`config.mk`:
```
export PLATFORM = sky130hd
export DESIGN_NAME = refcounted_node_pool
export DESIGN_NICKNAME = d
export VERILOG_FILES = /design/src/hw/rtl/rnp_pkg.sv /design/src/hw/rtl/rnp_ram.sv /design/src/hw/rtl/rnp_engine.sv /design/src/hw/rtl/refcounted_node_pool.sv
export VERILOG_INCLUDE_DIRS = /design/src /design/src/hw/rtl
export SDC_FILE = /design/constraint.sdc
export NUM_CORES = 2
export LEC_CHECK = 0
export ABC_AREA = 1
export BUFFER_PORTS_ARGS = -buffer_cell sky130_fd_sc_hd__buf_2
export CAP_MARGIN = 0
export CORE_MARGIN = 1.5
export CORE_UTILIZATION = 57
export CTS_BUF_LIST = sky130_fd_sc_hd__clkbuf_8 sky130_fd_sc_hd__clkbuf_16
export DETAILED_ROUTE_END_ITERATION = 16
export GPL_ROUTABILITY_DRIVEN = 0
export GPL_TIMING_DRIVEN = 0
export PLACE_DENSITY_LB_ADDON = 0.25
export SYNTH_ARGS = -nofsm -noshare
export SYNTH_HDL_FRONTEND = slang
export SYNTH_HIERARCHICAL = 1
export SYNTH_SLANG_ARGS = --single-unit
```
`constraint.sdc`:
```
create_clock -name clk -period 5.4 [get_ports clk]
set_input_delay 0.81 -clock clk [delete_from_list [all_inputs] [get_ports clk]]
set_output_delay 0.81 -clock clk [all_outputs]
set_load 0.01 [all_outputs]
```
`src/hw/rtl/refcounted_node_pool_defines.svh`:
```
// ----------------------------------------------------------------------------
// Refcounted node pool assertion macros
// Shared concurrent assertion wrappers; the using scope provides clk and rst.
// ----------------------------------------------------------------------------
`ifndef REFCOUNTED_NODE_POOL_DEFINES_SVH
`define REFCOUNTED_NODE_POOL_DEFINES_SVH

// Checked outside reset only.
`define RNP_ASSERT(name, prop, msg) \
  name: assert property (@(posedge clk) disable iff (rst) prop) \
    else $error(msg);

// Checked on every edge, reset included.
`define RNP_ASSERT_ALWAYS(name, prop, msg) \
  name: assert property (@(posedge clk) prop) else $error(msg);

`endif

```
`src/hw/rtl/rnp_pkg.sv`:
```
// ----------------------------------------------------------------------------
// Refcounted node pool package
// Shared constants, transaction types and sequencer states.
// ----------------------------------------------------------------------------
`default_nettype none

package rnp_pkg;

  localparam int IDX_W          = 8;
  localparam int CNT_W          = 8;
  localparam int POOL_SLOTS_DEF = 128;

  typedef enum logic [1:0] {
    MODE_ALLOC  = 2'd0,
    MODE_FREE   = 2'd1,
    MODE_LINK   = 2'd2,
    MODE_UNLINK = 2'd3
  } mode_t;

  typedef struct packed {
    mode_t            mode;
    logic [IDX_W-1:0] first_index;
    logic [IDX_W-1:0] second_index;
  } req_t;

  typedef struct packed {
    logic [IDX_W-1:0] result_index;
    logic             fault;
  } rsp_t;

  typedef enum logic [3:0] {
    ST_CLEAR,
    ST_IDLE,
    ST_AL_SCAN,
    ST_FR_SCAN,
    ST_FR_CNT,
    ST_LK_RD,
    ST_LK_DEC,
    ST_LK_INC,
    ST_UL_RD,
    ST_UL_DEC,
    ST_DONE
  } state_t;

endpackage

`default_nettype wire

```
`src/hw/rtl/rnp_ram.sv`:
```
// ----------------------------------------------------------------------------
// Refcounted node pool RAM
// Simple dual-port synchronous RAM, one write and one registered read port.
// ----------------------------------------------------------------------------
`default_nettype none

module rnp_ram #(
  parameter int   DEPTH = rnp_pkg::POOL_SLOTS_DEF,
  parameter int   WIDTH = rnp_pkg::IDX_W,
  localparam int  AW    = $clog2(DEPTH)
) (
  input  logic             clk,
  input  logic             we,
  input  logic [AW-1:0]    waddr,
  input  logic [WIDTH-1:0] wdata,
  input  logic [AW-1:0]    raddr,
  output logic [WIDTH-1:0] rdata
);

  logic [WIDTH-1:0] mem [DEPTH];

  always_ff @(posedge clk) begin
    if (we) begin
      mem[waddr] <= wdata;
    end
  end

  always_ff @(posedge clk) begin
    rdata <= mem[raddr];
  end

endmodule

`default_nettype wire

```
`src/hw/rtl/rnp_engine.sv`:
```
// ----------------------------------------------------------------------------
// Refcounted node pool engine
// Sequencer over the count and link memories: clear, allocate, free, link,
// unlink by read-modify-write.
// ----------------------------------------------------------------------------
`default_nettype none

`include "refcounted_node_pool_defines.svh"

module rnp_engine #(
  parameter int POOL_SLOTS = rnp_pkg::POOL_SLOTS_DEF
) (
  input  logic          clk,
  input  logic          rst,
  input  logic          req_valid,
  output logic          req_ready,
  input  rnp_pkg::req_t req,
  output logic          done_valid,
  input  logic          done_take,
  output rnp_pkg::rsp_t result
);

  localparam int AW = $clog2(POOL_SLOTS);
  localparam logic [rnp_pkg::IDX_W-1:0] NONE = rnp_pkg::IDX_W'(POOL_SLOTS);
  localparam logic [AW-1:0] LAST = AW'(POOL_SLOTS - 1);

  rnp_pkg::state_t state, state_next;
  logic [AW-1:0]               scan;
  logic [rnp_pkg::CNT_W-1:0]   dec;
  logic [rnp_pkg::IDX_W-1:0]   old_tgt;
  rnp_pkg::mode_t              op;
  logic [rnp_pkg::IDX_W-1:0]   a_idx;
  logic [rnp_pkg::IDX_W-1:0]   b_idx;
  rnp_pkg::rsp_t               res;

  logic [rnp_pkg::IDX_W-1:0]   in_a;
  logic [rnp_pkg::IDX_W-1:0]   in_b;

  logic                        cnt_we;
  logic [AW-1:0]               cnt_waddr;
  logic [rnp_pkg::CNT_W-1:0]   cnt_wdata;
  logic [AW-1:0]               cnt_raddr;
  logic [rnp_pkg::CNT_W-1:0]   cnt_rdata;
  logic                        lnk_we;
  logic [AW-1:0]               lnk_waddr;
  logic [rnp_pkg::IDX_W-1:0]   lnk_wdata;
  logic [AW-1:0]               lnk_raddr;
  logic [rnp_pkg::IDX_W-1:0]   lnk_rdata;

  assign in_a   = (req.first_index >= NONE) ? NONE : req.first_index;
  assign in_b   = (req.second_index >= NONE) ? NONE : req.second_index;
  assign result = res;

  rnp_ram #(.DEPTH(POOL_SLOTS), .WIDTH(rnp_pkg::CNT_W)) u_cnt_ram (
    .clk   (clk),
    .we    (cnt_we),
    .waddr (cnt_waddr),
    .wdata (cnt_wdata),
    .raddr (cnt_raddr),
    .rdata (cnt_rdata)
  );

  rnp_ram #(.DEPTH(POOL_SLOTS), .WIDTH(rnp_pkg::IDX_W)) u_lnk_ram (
    .clk   (clk),
    .we    (lnk_we),
    .waddr (lnk_waddr),
    .wdata (lnk_wdata),
    .raddr (lnk_raddr),
    .rdata (lnk_rdata)
  );

  // next state
  always_comb begin
    state_next = state;
    unique case (state)
      rnp_pkg::ST_CLEAR: begin
        if (scan == LAST) state_next = rnp_pkg::ST_IDLE;
      end
      rnp_pkg::ST_IDLE: begin
        if (req_valid) begin
          unique case (req.mode)
            rnp_pkg::MODE_ALLOC:  state_next = rnp_pkg::ST_AL_SCAN;
            rnp_pkg::MODE_FREE:
              state_next = (in_a == NONE) ? rnp_pkg::ST_DONE : rnp_pkg::ST_FR_SCAN;
            rnp_pkg::MODE_LINK:
              state_next = (in_a == NONE) ? rnp_pkg::ST_DONE : rnp_pkg::ST_LK_RD;
            rnp_pkg::MODE_UNLINK:
              state_next = (in_a == NONE) ? rnp_pkg::ST_DONE : rnp_pkg::ST_UL_RD;
          endcase
        end
      end
      rnp_pkg::ST_AL_SCAN: begin
        if (cnt_rdata == '0 || scan == LAST) state_next = rnp_pkg::ST_DONE;
      end
      rnp_pkg::ST_FR_SCAN: begin
        if (scan == LAST) state_next = rnp_pkg::ST_FR_CNT;
      end
      rnp_pkg::ST_FR_CNT: state_next = rnp_pkg::ST_DONE;
      rnp_pkg::ST_LK_RD: begin
        state_next = (lnk_rdata == b_idx) ? rnp_pkg::ST_DONE : rnp_pkg::ST_LK_DEC;
      end
      rnp_pkg::ST_LK_DEC: state_next = rnp_pkg::ST_LK_INC;
      rnp_pkg::ST_LK_INC: state_next = rnp_pkg::ST_DONE;
      rnp_pkg::ST_UL_RD: begin
        state_next = (lnk_rdata == NONE) ? rnp_pkg::ST_DONE : rnp_pkg::ST_UL_DEC;
      end
      rnp_pkg::ST_UL_DEC: state_next = rnp_pkg::ST_DONE;
      rnp_pkg::ST_DONE: begin
        if (done_take) state_next = rnp_pkg::ST_IDLE;
      end
      default: state_next = rnp_pkg::ST_IDLE;
    endcase
  end

  // memory controls and handshake
  always_comb begin
    req_ready  = 1'b0;
    done_valid = 1'b0;
    cnt_we     = 1'b0;
    cnt_waddr  = scan;
    cnt_wdata  = '0;
    cnt_raddr  = AW'(scan + 1'b1);
    lnk_we     = 1'b0;
    lnk_waddr  = scan;
    lnk_wdata  = NONE;
    lnk_raddr  = AW'(scan + 1'b1);
    unique case (state)
      rnp_pkg::ST_CLEAR: begin
        cnt_we = 1'b1;
        lnk_we = 1'b1;
      end
      rnp_pkg::ST_IDLE: begin
        req_ready = 1'b1;
        cnt_raddr = '0;
        lnk_raddr = (req.mode == rnp_pkg::MODE_FREE) ? '0 : in_a[AW-1:0];
      end
      rnp_pkg::ST_AL_SCAN: begin
        if (cnt_rdata == '0) begin
          cnt_we    = 1'b1;
          cnt_wdata = rnp_pkg::CNT_W'(1);
        end
      end
      rnp_pkg::ST_FR_SCAN: begin
        cnt_raddr = a_idx[AW-1:0];
        if (lnk_rdata == a_idx) lnk_we = 1'b1;
      end
      rnp_pkg::ST_FR_CNT: begin
        cnt_we    = 1'b1;
        cnt_waddr = a_idx[AW-1:0];
      end
      rnp_pkg::ST_LK_RD: begin
        cnt_raddr = lnk_rdata[AW-1:0];
        lnk_waddr = a_idx[AW-1:0];
        lnk_wdata = b_idx;
        if (lnk_rdata != b_idx) lnk_we = 1'b1;
      end
      rnp_pkg::ST_LK_DEC: begin
        cnt_raddr = b_idx[AW-1:0];
        cnt_waddr = old_tgt[AW-1:0];
        cnt_wdata = cnt_rdata - 1'b1;
        if (old_tgt != NONE) cnt_we = 1'b1;
      end
      rnp_pkg::ST_LK_INC: begin
        cnt_waddr = b_idx[AW-1:0];
        cnt_wdata = cnt_rdata + 1'b1;
        if (b_idx != NONE) cnt_we = 1'b1;
      end
      rnp_pkg::ST_UL_RD: begin
        cnt_raddr = lnk_rdata[AW-1:0];
        lnk_waddr = a_idx[AW-1:0];
        if (lnk_rdata != NONE) lnk_we = 1'b1;
      end
      rnp_pkg::ST_UL_DEC: begin
        cnt_we    = 1'b1;
        cnt_waddr = old_tgt[AW-1:0];
        cnt_wdata = cnt_rdata - 1'b1;
      end
      rnp_pkg::ST_DONE: done_valid = 1'b1;
      default: ;
    endcase
  end

  always_ff @(posedge clk) begin
    if (rst) begin
      state <= rnp_pkg::ST_CLEAR;
      scan  <= '0;
    end else begin
      state <= state_next;
      priority case (state)
        rnp_pkg::ST_CLEAR, rnp_pkg::ST_AL_SCAN, rnp_pkg::ST_FR_SCAN:
          scan <= AW'(scan + 1'b1);
        rnp_pkg::ST_IDLE: scan <= '0;
        default: ;
      endcase
    end
  end

  always_ff @(posedge clk) begin
    priority case (state)
      rnp_pkg::ST_IDLE: begin
        if (req_valid) begin
          op               <= req.mode;
          a_idx            <= in_a;
          b_idx            <= in_b;
          dec              <= '0;
          res.result_index <= NONE;
          res.fault        <= 1'b0;
        end
      end
      rnp_pkg::ST_AL_SCAN: begin
        if (cnt_rdata == '0) res.result_index <= rnp_pkg::IDX_W'(scan);
      end
      rnp_pkg::ST_FR_SCAN: begin
        if (lnk_rdata == a_idx) dec <= dec + 1'b1;
      end
      rnp_pkg::ST_FR_CNT: res.fault <= ((cnt_rdata - dec) != rnp_pkg::CNT_W'(1));
      rnp_pkg::ST_LK_RD, rnp_pkg::ST_UL_RD: old_tgt <= lnk_rdata;
      rnp_pkg::ST_UL_DEC: res.result_index <= old_tgt;
      default: ;
    endcase
  end

  `RNP_ASSERT_ALWAYS(a_rst_blocks_req, rst |=> !req_ready, "request taken right after reset")
  `RNP_ASSERT(a_busy_while_done, done_valid |-> !req_ready, "request taken with result pending")
  `RNP_ASSERT(a_idle_after_take, done_valid && done_take |=> req_ready, "not idle after result")
  `RNP_ASSERT(a_index_range, done_valid |-> result.result_index <= NONE, "result index range")
  `RNP_ASSERT(a_fault_on_free, done_valid && result.fault |-> op == rnp_pkg::MODE_FREE,
              "fault outside free")

endmodule

`default_nettype wire

```
`src/hw/rtl/refcounted_node_pool.sv`:
```
// ----------------------------------------------------------------------------
// Refcounted node pool
// Fixed pool of list nodes with reference counts and one link per node.
// ----------------------------------------------------------------------------
// After reset the block sweeps both memories, clearing every slot, and takes
// no transaction until that is done. Transactions are then served one at a
// time by a sequencer around a count memory and a link memory, each with one
// write and one registered read port. Allocate reads counts one slot per
// cycle until it finds a slot with a zero count or reaches the end of the
// pool; free scans every link; a free, link or unlink of none touches no
// memory. The result sits in an output register, so the next transaction is
// accepted while it waits to be taken.
// ----------------------------------------------------------------------------
`default_nettype none

module refcounted_node_pool #(
  parameter int POOL_SLOTS = rnp_pkg::POOL_SLOTS_DEF
) (
  input  logic          clk,
  input  logic          rst,
  input  logic          req_valid,
  output logic          req_ready,
  input  rnp_pkg::req_t req,
  output logic          rsp_valid,
  input  logic          rsp_ready,
  output rnp_pkg::rsp_t rsp
);

  logic          done_valid;
  logic          done_take;
  rnp_pkg::rsp_t done_result;

  assign done_take = !rsp_valid || rsp_ready;

  rnp_engine #(.POOL_SLOTS(POOL_SLOTS)) u_engine (
    .clk        (clk),
    .rst        (rst),
    .req_valid  (req_valid),
    .req_ready  (req_ready),
    .req        (req),
    .done_valid (done_valid),
    .done_take  (done_take),
    .result     (done_result)
  );

  always_ff @(posedge clk) begin
    if (rst) begin
      rsp_valid <= 1'b0;
    end else if (done_take) begin
      rsp_valid <= done_valid;
    end
  end

  always_ff @(posedge clk) begin
    if (done_valid && done_take) begin
      rsp <= done_result;
    end
  end

endmodule

`default_nettype wire
```
==> results.toml <==
[status]
outcome = "finished with violations"
violations = "max-capacitance violations"

[route]
wl_per_cell_um = 27.2
drcViolationCount = 0
first_pass_iters = 10
wirelength_mm = 279
num_vias = 63990
final_antenna_net_count = 0
avgViaCountPerCell = 6.25
dr.first_iter.drc_count = 9882

[yosys]
yosys_warnings = 6
ys_ff_latch = 2126
synth_most_common_cell = "nand2_1"
yosysTopAreaCell = "edfxtp_1"
synth_top_flop_cell = "edfxtp_1"
yosysSeqAreaShare_pct = 71.8
syn_area_per_cell_um2 = 11.5
ys_top_cells_by_count = "2562 x nand2_1, 2098 x edfxtp_1, 1884 x nand3_1, 328 x nor2_1, 244 x buf_2"
synth_edf_count = 2098
netlist.area_leader.share_pct = 71.1
synth.area.top_cells = "edfxtp_1 71%, nand2_1 11%, nand3_1 11%"
synth.distinct_cells = 38
syn_area_um2 = 88600
synthCells = 7733
ys_async_sr_fraction_pct = 0
synthesis.nets = 7772

[worst_setup_path]
r2r-start = "u_engine/state[0]$_SDFFE_PP0P_"
worst_setup_path_end_kind = "register"
critical_path_class = "reg -> reg"
cp.arrival_ps = 5590
worstSetupStartpoint = "u_engine/state[0]$_SDFFE_PP0P_"
cp_max_fo = 12
required_ps = 5820
worst_setup_path_start_kind = "register"
reg2reg_slack_ps = 240

[grt]
use_met1_pct = 42.4
grt_max_degree = 82
antenna_found_initial = 12
busiest_layer = "met2"
grt_pass1_wl_mm = 396
met3_usage_pct = 8.47
gr-usage-met2_pct = 53.9
gr-usage-all-layers_pct = 34.9
grt_pass1_vias = 59733
overflow = 0

[cts]
clk_pin_slew_worst_paths_ps = 60
clk_root_buffer_cell = "clkbuf_16"
h-tree-depth = 4
cts_inserted_buffers = 205
cts_buffer_depth = 3
worst_skew_pair.late_latency_ps = 840
clock-sinks = 2126
ctsHoldBuffers = 0
postCtsSetupBuffers = 0
cts_resized = 0
tritoncts = "done"

[timing]
relSlewSlack_pct = 0.0381
setup_tns_ps = 0
layout_setup_ws_ps = 238
setup_viol = 0
fin_skew_ps = 29.8
slew_violations = 0
fin_crit_sh_pct = 95.6
max_freq_mhz = 194
fin_crit_ps = 5160
rsz0062_at_grt = "false"
worstMarginPinSlew_ps = 1500
hold_violations = 0

[pwr]
p_comb_share_pct = 43.2
internal_power_mw = 32.6
pwr_density_cell_nw_per_um2 = 577
p_sw_mw = 24.7
switching_share_pct = 43.1
clockPowerShare_pct = 24.6
total_power_mw = 57.3
ir_drop_mv = 0.392
power_leakage_nw = 36.2
power_frac_seq_pct = 32.2

[cells_and_area]
drive_above_1_share_pct = 9.79
nFillCells = 11417
nets = 8064
area_delta_synth_final_pct = 12.0

[floorplan]
die_y_um = 397
die_x_um = 397
fp.dieArea_um2 = 158000
rows = 144
core-area_um2 = 154000
start_util_pct = 57.4
ios = 33

[hold_path]
min_path_type = "in -> reg"
hp-start = "rst"

[placement]
dpl_worst_slack_ps = 563
io_buffers = 31
hpwl_mm = 195

[run]
maxCapViolations = 1
==> worst max-delay path, cell delays in order (launching register included) <==
cell	delay, ps
dfxtp_1	510
nor2_4	100
nand2_2	210
nand2_4	180
nor2_1	190
inv_1	130
o21ai_0	810
inv_1	220
nor3_1	300
nand2_1	290
clkbuf_1	690
nor2_1	1120
==> layout make-up <==
type                    instances  area [um2]  share of cell area (%)
well taps                    2044        2560                    2.58
diodes                          5        12.5                  0.0126
plain buffers                 469        2700                    2.72
flip-flops and latches       2126       63600                    64.0
multi-input cells            4987       21900                    22.0
clock buffers                 212        5250                    5.29
repair buffers                 85        1360                    1.37
clock inverters               165        1370                    1.38
inverters                     151         587                   0.591
==> per-layer routing <==
metal	share of wire (%)	vias up
met3	12	1203
met5	0.039	-
li1	-	27741
met4	9.2	14
met1	33	30099
met2	45	4933
==> worst paths after layout <==
check,end,cells after the start
setup / recovery,u_engine/u_cnt_ram/mem[109][4]$_DFFE_PP_,11
hold / removal,rsp_valid$_SDFFE_PP0P_,2
hold reg to reg,rsp[3]$_DFFE_PP_,0
setup reg to reg,u_engine/u_cnt_ram/mem[109][4]$_DFFE_PP_,11
==> metrics by stage <==
step | instances | hold slack, ps | utilization (%) | instance area (um2)
3_3_place_gp | 9808 | 404 | 59.2 | 91300
5_1_grt | 10239 | 207 | 64.3 | 99200
4_1_cts | 10239 | 174 | 64.3 | 99200
6_report | 10244 | 214 | 64.4 | 99300
3_5_place_dp | 9862 | 405 | 60.1 | 92600
2_1_floorplan | 7733 | 400 | - | 88600
==> cell usage in the layout, fill, tap and decap left out, types with 11 or more instances in the layout <==
master     Yosys  final
buf_1         28     28
ha_1          15     15
o22ai_1       19     19
clkinv_1       0     41
nor3_1        24     24
o21ai_0       42     42
buf_2        244    275
bufinv_16      0     19
clkbuf_16      0    207
inv_2         12     12
a21oi_1       40     38
nor2_1       328    315
inv_1        136    178
clkbuf_1      72     72
nand2_1     2562   2561
nand3_1     1884   1884
clkinv_2       0     39
buf_6         44     44
dfxtp_1       28     28
edfxtp_1    2098   2098
nor2_4         6     18
buf_12         0     38
buf_4         81     81
nand4_1       11     11
buf_16         0     16
xor2_1        13     13
==> registers in the layout (all words and copies together) (netlist names) <==
signal,cells
u_engine/dec,8
u_engine/u_cnt_ram/rdata,8
u_engine/scan,7
u_engine/b_idx,8
u_engine/old_tgt,8
rsp,9
rsp_valid,1
u_engine/a_idx,8
u_engine/u_lnk_ram/rdata,8
u_engine/u_cnt_ram/mem,1024
u_engine/state,4
u_engine/result,9
u_engine/u_lnk_ram/mem,1024
==> logic make-up (layout without fill, tap and decap cells) <==
group	Yosys count	in the layout	share of synthesized area, %
XOR/XNOR	21	21	0.216
AND/OR/NAND/NOR	4829	4829	23.3
flip-flops	2126	2126	71.8
other	0	5	0
buffers and inverters	620	1082	3.71
AO/OA/AOI/OAI	120	120	0.743
adder cells (fa/ha/maj)	17	17	0.257
==> power by group through the flow <==
stage / Combinational [mW] / Clock, mW / Sequential (mW)
final: 24.8 / 14.1 / 18.5
after global routing: 25.7 / 14.7 / 18.5
after CTS: 23.5 / 14.1 / 18.5
after detailed placement: 23.3 / 0 / 18.8
after global placement: 22.8 / 0 / 18.8
after floorplan: 14.2 / 0 / 18.7
No activity file was read; power rests on OpenSTA's default activity.
